--- src/rtl/core/avo_pkg.sv ---
// Shared types, constants and the sine table generator for the additive
// vibrato oscillator. Used by every module of the block; no dependencies.
`default_nettype none

package avo_pkg;

  // Defaults of the top-level parameters
  localparam int unsigned MAX_HARMONICS_DEF   = 8;
  localparam int unsigned SINE_TABLE_BITS_DEF = 10;

  // Fixed field widths
  localparam int unsigned PHASE_W = 32;
  localparam int unsigned STEP_W  = 31;
  localparam int unsigned AMP_W   = 15;
  localparam int unsigned CNT_W   = 4;
  localparam int unsigned GAINS_W = 64;
  localparam int unsigned GAIN_W  = 8;
  localparam int unsigned SAMPLE_W = 16;
  localparam int unsigned SINE_W  = 16;

  // Configuration port
  localparam int unsigned CFG_IDX_W  = 3;
  localparam int unsigned CFG_DATA_W = 64;

  localparam logic [CFG_IDX_W-1:0] REG_FREQ_STEP      = 3'd0;
  localparam logic [CFG_IDX_W-1:0] REG_AMP            = 3'd1;
  localparam logic [CFG_IDX_W-1:0] REG_HARMONIC_COUNT = 3'd2;
  localparam logic [CFG_IDX_W-1:0] REG_HARMONIC_GAINS = 3'd3;
  localparam logic [CFG_IDX_W-1:0] REG_VIBRATO_ENABLE = 3'd4;
  localparam logic [CFG_IDX_W-1:0] REG_VIBRATO_DEPTH  = 3'd5;
  localparam logic [CFG_IDX_W-1:0] REG_VIBRATO_RATE   = 3'd6;

  localparam logic [STEP_W-1:0] FREQ_STEP_RST = 31'd42852281;
  localparam logic [AMP_W-1:0]  AMP_RST       = 15'd3277;

  // Shared multiplier: unsigned operand times signed operand
  localparam int unsigned MUL_A_W = 31;
  localparam int unsigned MUL_B_W = 16;
  localparam int unsigned PROD_W  = MUL_A_W + 1 + MUL_B_W;

  // Accumulator, Q36 sum of all terms
  localparam int unsigned ACC_W    = 44;
  localparam int unsigned OUT_SHIFT = 21;

  // Divider for the harmonic 1/h scaling, four quotient bits per cycle
  localparam int unsigned DIV_W     = 40;
  localparam int unsigned DVSR_W    = 4;
  localparam int unsigned DIV_RADIX = 4;
  localparam int unsigned DIV_STEPS = DIV_W / DIV_RADIX;
  localparam int unsigned DIV_CNT_W = $clog2(DIV_STEPS + 1);

  localparam longint HALF_PI_Q30 = 64'd1686629713;

  typedef enum logic [3:0] {
    ST_IDLE,
    ST_FUND_RD,
    ST_FUND_MUL,
    ST_FUND_ACC,
    ST_HARM_CHK,
    ST_HARM_MUL,
    ST_HARM_START,
    ST_HARM_DIV,
    ST_VIB_RD,
    ST_VIB_MUL,
    ST_DONE
  } state_e;

  // Quarter-wave entry i: round(32767*sin(pi/2*i/2^bits)) from a Q30
  // Taylor series, evaluated at elaboration only.
  function automatic logic [AMP_W-1:0] sine_entry(input int unsigned idx,
                                                  input int unsigned bits);
    longint x;
    longint x2;
    longint term;
    longint acc;
    longint r;
    x    = (HALF_PI_Q30 * longint'(idx)) >>> bits;
    x2   = (x * x) >>> 30;
    term = x;
    acc  = x;
    term = ((term * x2) >>> 30) / 6;
    acc  = acc - term;
    term = ((term * x2) >>> 30) / 20;
    acc  = acc + term;
    term = ((term * x2) >>> 30) / 42;
    acc  = acc - term;
    term = ((term * x2) >>> 30) / 72;
    acc  = acc + term;
    term = ((term * x2) >>> 30) / 110;
    acc  = acc - term;
    term = ((term * x2) >>> 30) / 156;
    acc  = acc + term;
    if (acc < 0) begin
      acc = 0;
    end
    r = (acc * 32767 + (longint'(1) <<< 29)) >>> 30;
    if (r > 32767) begin
      r = 32767;
    end
    return r[AMP_W-1:0];
  endfunction

endpackage

`default_nettype wire

--- src/rtl/core/avo_div.sv ---
// Radix-16 restoring divider for a wide magnitude by a small divisor.
// Depends on avo_pkg for widths; four quotient bits per cycle.
`default_nettype none

module avo_div import avo_pkg::*; (
  input  wire logic              clk_i,
  input  wire logic              rst_ni,
  input  wire logic              start_i,
  input  wire logic [DIV_W-1:0]  dividend_i,
  input  wire logic [DVSR_W-1:0] divisor_i,
  output logic                   done_o,
  output logic [DIV_W-1:0]       quotient_o
);

  logic [DIV_W-1:0]     quo_q, quo_d;
  logic [DVSR_W-1:0]    rem_q, rem_d;
  logic [DVSR_W-1:0]    dvsr_q;
  logic [DIV_CNT_W-1:0] cnt_q;
  logic                 busy_q;
  logic                 done_q;

  always_comb begin
    logic [DVSR_W:0] r;
    r     = {1'b0, rem_q};
    quo_d = quo_q;
    for (int s = 0; s < DIV_RADIX; s++) begin
      r     = {r[DVSR_W-1:0], quo_d[DIV_W-1]};
      quo_d = {quo_d[DIV_W-2:0], 1'b0};
      if (r >= {1'b0, dvsr_q}) begin
        r        = r - {1'b0, dvsr_q};
        quo_d[0] = 1'b1;
      end
    end
    rem_d = r[DVSR_W-1:0];
  end

  always_ff @(posedge clk_i or negedge rst_ni) begin
    if (!rst_ni) begin
      busy_q <= 1'b0;
      done_q <= 1'b0;
      cnt_q  <= '0;
    end else begin
      done_q <= 1'b0;
      if (start_i) begin
        busy_q <= 1'b1;
        cnt_q  <= DIV_CNT_W'(DIV_STEPS);
      end else if (busy_q) begin
        cnt_q <= cnt_q - 1'b1;
        if (cnt_q == DIV_CNT_W'(1)) begin
          busy_q <= 1'b0;
          done_q <= 1'b1;
        end
      end
    end
  end

  always_ff @(posedge clk_i) begin
    if (start_i) begin
      quo_q  <= dividend_i;
      rem_q  <= '0;
      dvsr_q <= divisor_i;
    end else if (busy_q) begin
      quo_q <= quo_d;
      rem_q <= rem_d;
    end
  end

  assign done_o     = done_q;
  assign quotient_o = quo_q;

endmodule

`default_nettype wire

--- config.mk ---
export PLATFORM = sky130hd
export DESIGN_NAME = avo_div
export DESIGN_NICKNAME = d
export VERILOG_FILES = /design/src/rtl/core/avo_pkg.sv /design/src/rtl/core/avo_div.sv
export SDC_FILE = /design/constraint.sdc
export NUM_CORES = 1
export LEC_CHECK = 0
export ABC_AREA = 1
export BUFFER_PORTS_ARGS = -buffer_cell sky130_fd_sc_hd__buf_4
export CAP_MARGIN = 20
export CORE_ASPECT_RATIO = 1.4
export CORE_MARGIN = 1.5
export CORE_UTILIZATION = 48
export DETAILED_ROUTE_END_ITERATION = 8
export PLACE_DENSITY = 0.7
export SLEW_MARGIN = 20
export SYNTH_ARGS = -nofsm -noshare
export SYNTH_HDL_FRONTEND = slang
export SYNTH_SLANG_ARGS = --single-unit
--- constraint.sdc ---
create_clock -name clk_i -period 7.34 [get_ports clk_i]
set_input_delay 0.734 -clock clk_i [delete_from_list [all_inputs] [get_ports clk_i]]
set_output_delay 0.734 -clock clk_i [all_outputs]
set_load 0.01 [all_outputs]
==> metrics.txt <==
# TYPE chip_impl_metric gauge
chip_impl_info{name="status",value="completed"} 1
chip_impl_metric{name="floorplan.io_pins",unit=""} 88
chip_impl_metric{name="p_int",unit="mW"} 1.085
chip_impl_metric{name="max-clock-path-buffers",unit=""} 2
chip_impl_metric{name="routed_via_density",unit=""} 5.046
chip_impl_info{name="holdCritPathClass",value="primary input to async pin"} 1
chip_impl_metric{name="timing.final.hold_violations",unit=""} 0
chip_impl_metric{name="regToRegSetupSlack",unit="ns"} 1.50
chip_impl_metric{name="min_period",unit="ns"} 5.835
chip_impl_metric{name="htree_num_levels",unit=""} 2
chip_impl_metric{name="net_count_of_the_finished_layout",unit=""} 515
chip_impl_metric{name="syn_area_per_cell",unit="um^2"} 8.929
chip_impl_metric{name="remaining_global_route_overflow",unit=""} 0
chip_impl_metric{name="diodes",unit=""} 0
chip_impl_metric{name="post-cts-setup-buffer-count",unit=""} 0
chip_impl_metric{name="placed_cells_incl_taps",unit=""} 513
chip_impl_metric{name="critical_path_peak_fanout",unit=""} 7
chip_impl_metric{name="tritoncts.num_buffers",unit=""} 5
chip_impl_metric{name="worstPathBufferInverterCount",unit=""} 5
chip_impl_metric{name="wirelength",unit="mm"} 7.425
chip_impl_metric{name="grt_antenna_before_repair",unit=""} 0
chip_impl_metric{name="final-instance-count-excl-fill",unit=""} 521
chip_impl_metric{name="route.vias.total",unit=""} 2629
chip_impl_info{name="cts_tree",value="done"} 1
chip_impl_info{name="slowest_stage_cell_crit_path",value="sky130_fd_sc_hd__edfxtp_1"} 1
chip_impl_metric{name="report.final.setup_viol",unit=""} 0
chip_impl_metric{name="yosysWarnings",unit=""} 0
chip_impl_metric{name="seq_power_share",unit=""} 0.199
chip_impl_metric{name="die_x",unit="um"} 72.07
chip_impl_info{name="synth_area_leaders",value="sky130_fd_sc_hd__edfxtp_1 (41%), sky130_fd_sc_hd__nand2_1 (18%), sky130_fd_sc_hd__ha_1 (7.0%), sky130_fd_sc_hd__dfrtp_1 (4.7%), sky130_fd_sc_hd__inv_1 (4.1%)"} 1
chip_impl_metric{name="clock_skew",unit="ns"} 0.01086
chip_impl_metric{name="sw_frac_of_total",unit=""} 0.5121
chip_impl_metric{name="syn_nets",unit=""} 428
chip_impl_metric{name="unique_cell_type_count_in_the_yosys_netlist",unit=""} 35
chip_impl_metric{name="finalMaxSlewViolations",unit=""} 0
chip_impl_metric{name="place_congestion",unit=""} 1.008
chip_impl_metric{name="async_sr_flop_fraction",unit=""} 0.1111
chip_impl_metric{name="port_buffers",unit=""} 87
chip_impl_metric{name="clock_power_share",unit=""} 0.078
chip_impl_metric{name="hold_buffers",unit=""} 0
chip_impl_metric{name="total_power",unit="mW"} 2.224
chip_impl_info{name="critical_path.endpoint_type",value="flip-flop"} 1
chip_impl_info{name="most-common-layout-cells",value="sky130_fd_sc_hd__nand2_1 (154), sky130_fd_sc_hd__buf_4 (89), sky130_fd_sc_hd__edfxtp_1 (44), sky130_fd_sc_hd__inv_1 (35), sky130_fd_sc_hd__nand3_1 (19)"} 1
chip_impl_metric{name="max_freq",unit="MHz"} 171.4
chip_impl_info{name="ctsRootBufferMaster",value="sky130_fd_sc_hd__clkbuf_8"} 1
chip_impl_metric{name="routed_wire_length_per_instance",unit="um"} 14.25
chip_impl_metric{name="drive_above_1_share",unit=""} 0.2662
chip_impl_metric{name="postLayoutCoreUtil",unit=""} 0.6173
chip_impl_metric{name="power.density_cell_area",unit="nW/um^2"} 552.1
chip_impl_metric{name="worst-endpoint-arrival",unit="ns"} 5.88
chip_impl_metric{name="start_util",unit=""} 0.4913
chip_impl_metric{name="setup-tns-final",unit="ns"} 0
chip_impl_metric{name="fraction_of_the_yosys_area_taken_by_sequential_cells",unit=""} 0.4840
chip_impl_metric{name="worst-endpoint-required",unit="ns"} 7.39
chip_impl_metric{name="cts.sinks",unit=""} 54
chip_impl_info{name="layout_commonest_cell",value="sky130_fd_sc_hd__nand2_1"} 1
chip_impl_metric{name="cts.clk_slew.worst_paths",unit="ns"} 0.10
chip_impl_metric{name="synthToLayoutAreaGrowth",unit="%"} 25.64
chip_impl_metric{name="area_share_of_the_largest_cell_type_after_synthesis",unit=""} 0.4122
chip_impl_metric{name="dp.final_hpwl",unit="mm"} 5.663
chip_impl_metric{name="rows",unit=""} 35
chip_impl_metric{name="total_leakage_power",unit="nW"} 2.078
chip_impl_metric{name="synthesis.area",unit="um^2"} 3206
chip_impl_metric{name="syn-instance-count",unit=""} 359
chip_impl_info{name="r2r_start",value="dvsr_q[1]"} 1
chip_impl_metric{name="clk_latency",unit="ns"} 0.31
chip_impl_info{name="dominantRegCellSynth",value="sky130_fd_sc_hd__edfxtp_1"} 1
chip_impl_info{name="worstSetupPathType",value="flip-flop to flip-flop"} 1
chip_impl_metric{name="drt_drc_violations_left",unit=""} 0
chip_impl_metric{name="nFillCells",unit=""} 576
chip_impl_metric{name="grt_first_pass_wirelength",unit="mm"} 12.36
chip_impl_metric{name="cts_repair_resize_count",unit=""} 0
chip_impl_metric{name="number_of_flops_mapped_to_enable_cells_by_yosys",unit=""} 44
chip_impl_metric{name="layout_worst_path_cycle_share",unit=""} 0.7950
chip_impl_metric{name="final_design_area_no_fill",unit="um^2"} 4028
chip_impl_metric{name="antenna_violating_nets_post_route",unit=""} 0
chip_impl_metric{name="netSwitchingPower",unit="mW"} 1.139
chip_impl_metric{name="dpl-instance-area",unit="um^2"} 3933
chip_impl_metric{name="fp.dieArea",unit="um^2"} 7184
chip_impl_info{name="rsz_0062_raised_after_global_routing",value="false"} 1
chip_impl_metric{name="worstRegToRegCells",unit=""} 36
chip_impl_metric{name="first_global_vias",unit=""} 2582
chip_impl_metric{name="first_pass_iters",unit=""} 4
chip_impl_metric{name="core_area",unit="um^2"} 6525
chip_impl_metric{name="combinational_power_share",unit=""} 0.723
chip_impl_metric{name="drv.max_cap_violation_count",unit=""} 0
chip_impl_metric{name="worst_pin_slew",unit="ns"} 0.6092
chip_impl_metric{name="critical-path-max-stage-delay",unit="ns"} 0.43
chip_impl_metric{name="groute.usage.overall",unit=""} 0.2227
chip_impl_metric{name="height_of_the_chip",unit="um"} 99.69
chip_impl_info{name="crit_family",value="simple AND/OR/NAND/NOR gates"} 1
chip_impl_info{name="cp-start-kind",value="flip-flop"} 1
chip_impl_metric{name="first_iter_violations",unit=""} 124
chip_impl_info{name="most_area_hungry_cell_type_in_the_yosys_netlist",value="sky130_fd_sc_hd__edfxtp_1"} 1
chip_impl_info{name="r2r-end",value="quotient_o[0]"} 1
chip_impl_info{name="crit_path_frequent_cell",value="sky130_fd_sc_hd__nand2_1"} 1
chip_impl_metric{name="grt_max_degree",unit=""} 46
chip_impl_metric{name="slew_headroom",unit=""} 0.5934
chip_impl_metric{name="ir_drop_worst_case_vdd",unit="mV"} 0.3550
chip_impl_metric{name="flip_flop_and_latch_count_after_synthesis",unit=""} 54
[through the flow]
stage	setup WS, ns	hold slack [ns]
after floorplan	2.146	0.4384
after global placement	1.852	0.4766
after detailed placement	1.556	0.4814
after CTS	1.533	0.2090
after global routing	0.9679	0.1999
final	1.505	0.2095
[how the worst max path moves through the flow]
stage	from	end	slack, ns	cells past startpoint
after floorplan	dvsr_q[1]	quotient_o[0]	2.15	36
after global placement	dvsr_q[1]	quotient_o[0]	1.85	38
after detailed placement	dvsr_q[1]	quotient_o[0]	1.56	36
after CTS	dvsr_q[1]	quotient_o[0]	1.53	36
after global routing	dvsr_q[1]	rem_q[2]	0.97	40
final	dvsr_q[1]	quotient_o[0]	1.50	36
[Yosys cell counts (3+ instances only)]
| master | count |
|---|---|
| sky130_fd_sc_hd__fa_1 | 4 |
| sky130_fd_sc_hd__nand3_4 | 3 |
| sky130_fd_sc_hd__a31oi_1 | 4 |
| sky130_fd_sc_hd__edfxtp_1 | 44 |
| sky130_fd_sc_hd__nand2_1 | 154 |
| sky130_fd_sc_hd__nand2_4 | 5 |
| sky130_fd_sc_hd__nor2_1 | 12 |
| sky130_fd_sc_hd__nand3_1 | 19 |
| sky130_fd_sc_hd__clkbuf_1 | 7 |
| sky130_fd_sc_hd__a21oi_1 | 3 |
| sky130_fd_sc_hd__nand4_1 | 4 |
| sky130_fd_sc_hd__nand3_2 | 3 |
| sky130_fd_sc_hd__nor2_4 | 3 |
| sky130_fd_sc_hd__dfxtp_1 | 4 |
| sky130_fd_sc_hd__xor2_1 | 5 |
| sky130_fd_sc_hd__inv_1 | 35 |
| sky130_fd_sc_hd__dfrtp_1 | 6 |
| sky130_fd_sc_hd__o21ai_0 | 4 |
| sky130_fd_sc_hd__ha_1 | 18 |
[per-layer routing]
metal  up-vias  GRT usage  routed length (um)
met1      1198     0.2853                3040
met5         -          0                   0
li1       1340          -                   -
met3        12    0.04863                 439
met4         0    0.08853                 177
met2        79     0.3647                3767
[kinds of logic (layout without fill, tap and decap cells)]
logic type / Yosys count / count (layout) / synth area share
AO/OA/AOI/OAI: 19 / 19 / 0.03903
XOR/XNOR: 7 / 7 / 0.01913
adder cells (fa/ha/maj): 22 / 22 / 0.09524
buffers and inverters: 46 / 134 / 0.05387
flip-flops: 54 / 54 / 0.4840
AND/OR/NAND/NOR: 211 / 211 / 0.3087
[power groups by stage]
stage / registers, mW / logic [mW] / clock network, mW
finish: 0.443 / 1.61 / 0.173
global route: 0.449 / 1.79 / 0.191
CTS: 0.443 / 1.59 / 0.178
detailed placement: 0.447 / 1.59 / 0
global placement: 0.447 / 1.53 / 0
floorplan: 0.454 / 1.25 / 0
[sequential cells by signal (all words and copies together), names as in the netlist]
name        flops
dvsr_q          4
busy_q          1
done_o          1
rem_q           4
quotient_o     40
cnt_q           4
[layout make-up]
class,instances,area (um^2),area share
Sequential cell,54,1551,0.3852
Clock buffer,5,68.82,0.01709
Clock inverter,3,26.28,0.006524
Multi-Input combinational cell,259,1481,0.3678
Inverter,37,138.9,0.03448
Timing Repair Buffer,89,668.1,0.1659
Tap cell,74,92.59,0.02299
Power figures use the tool's default switching activity.
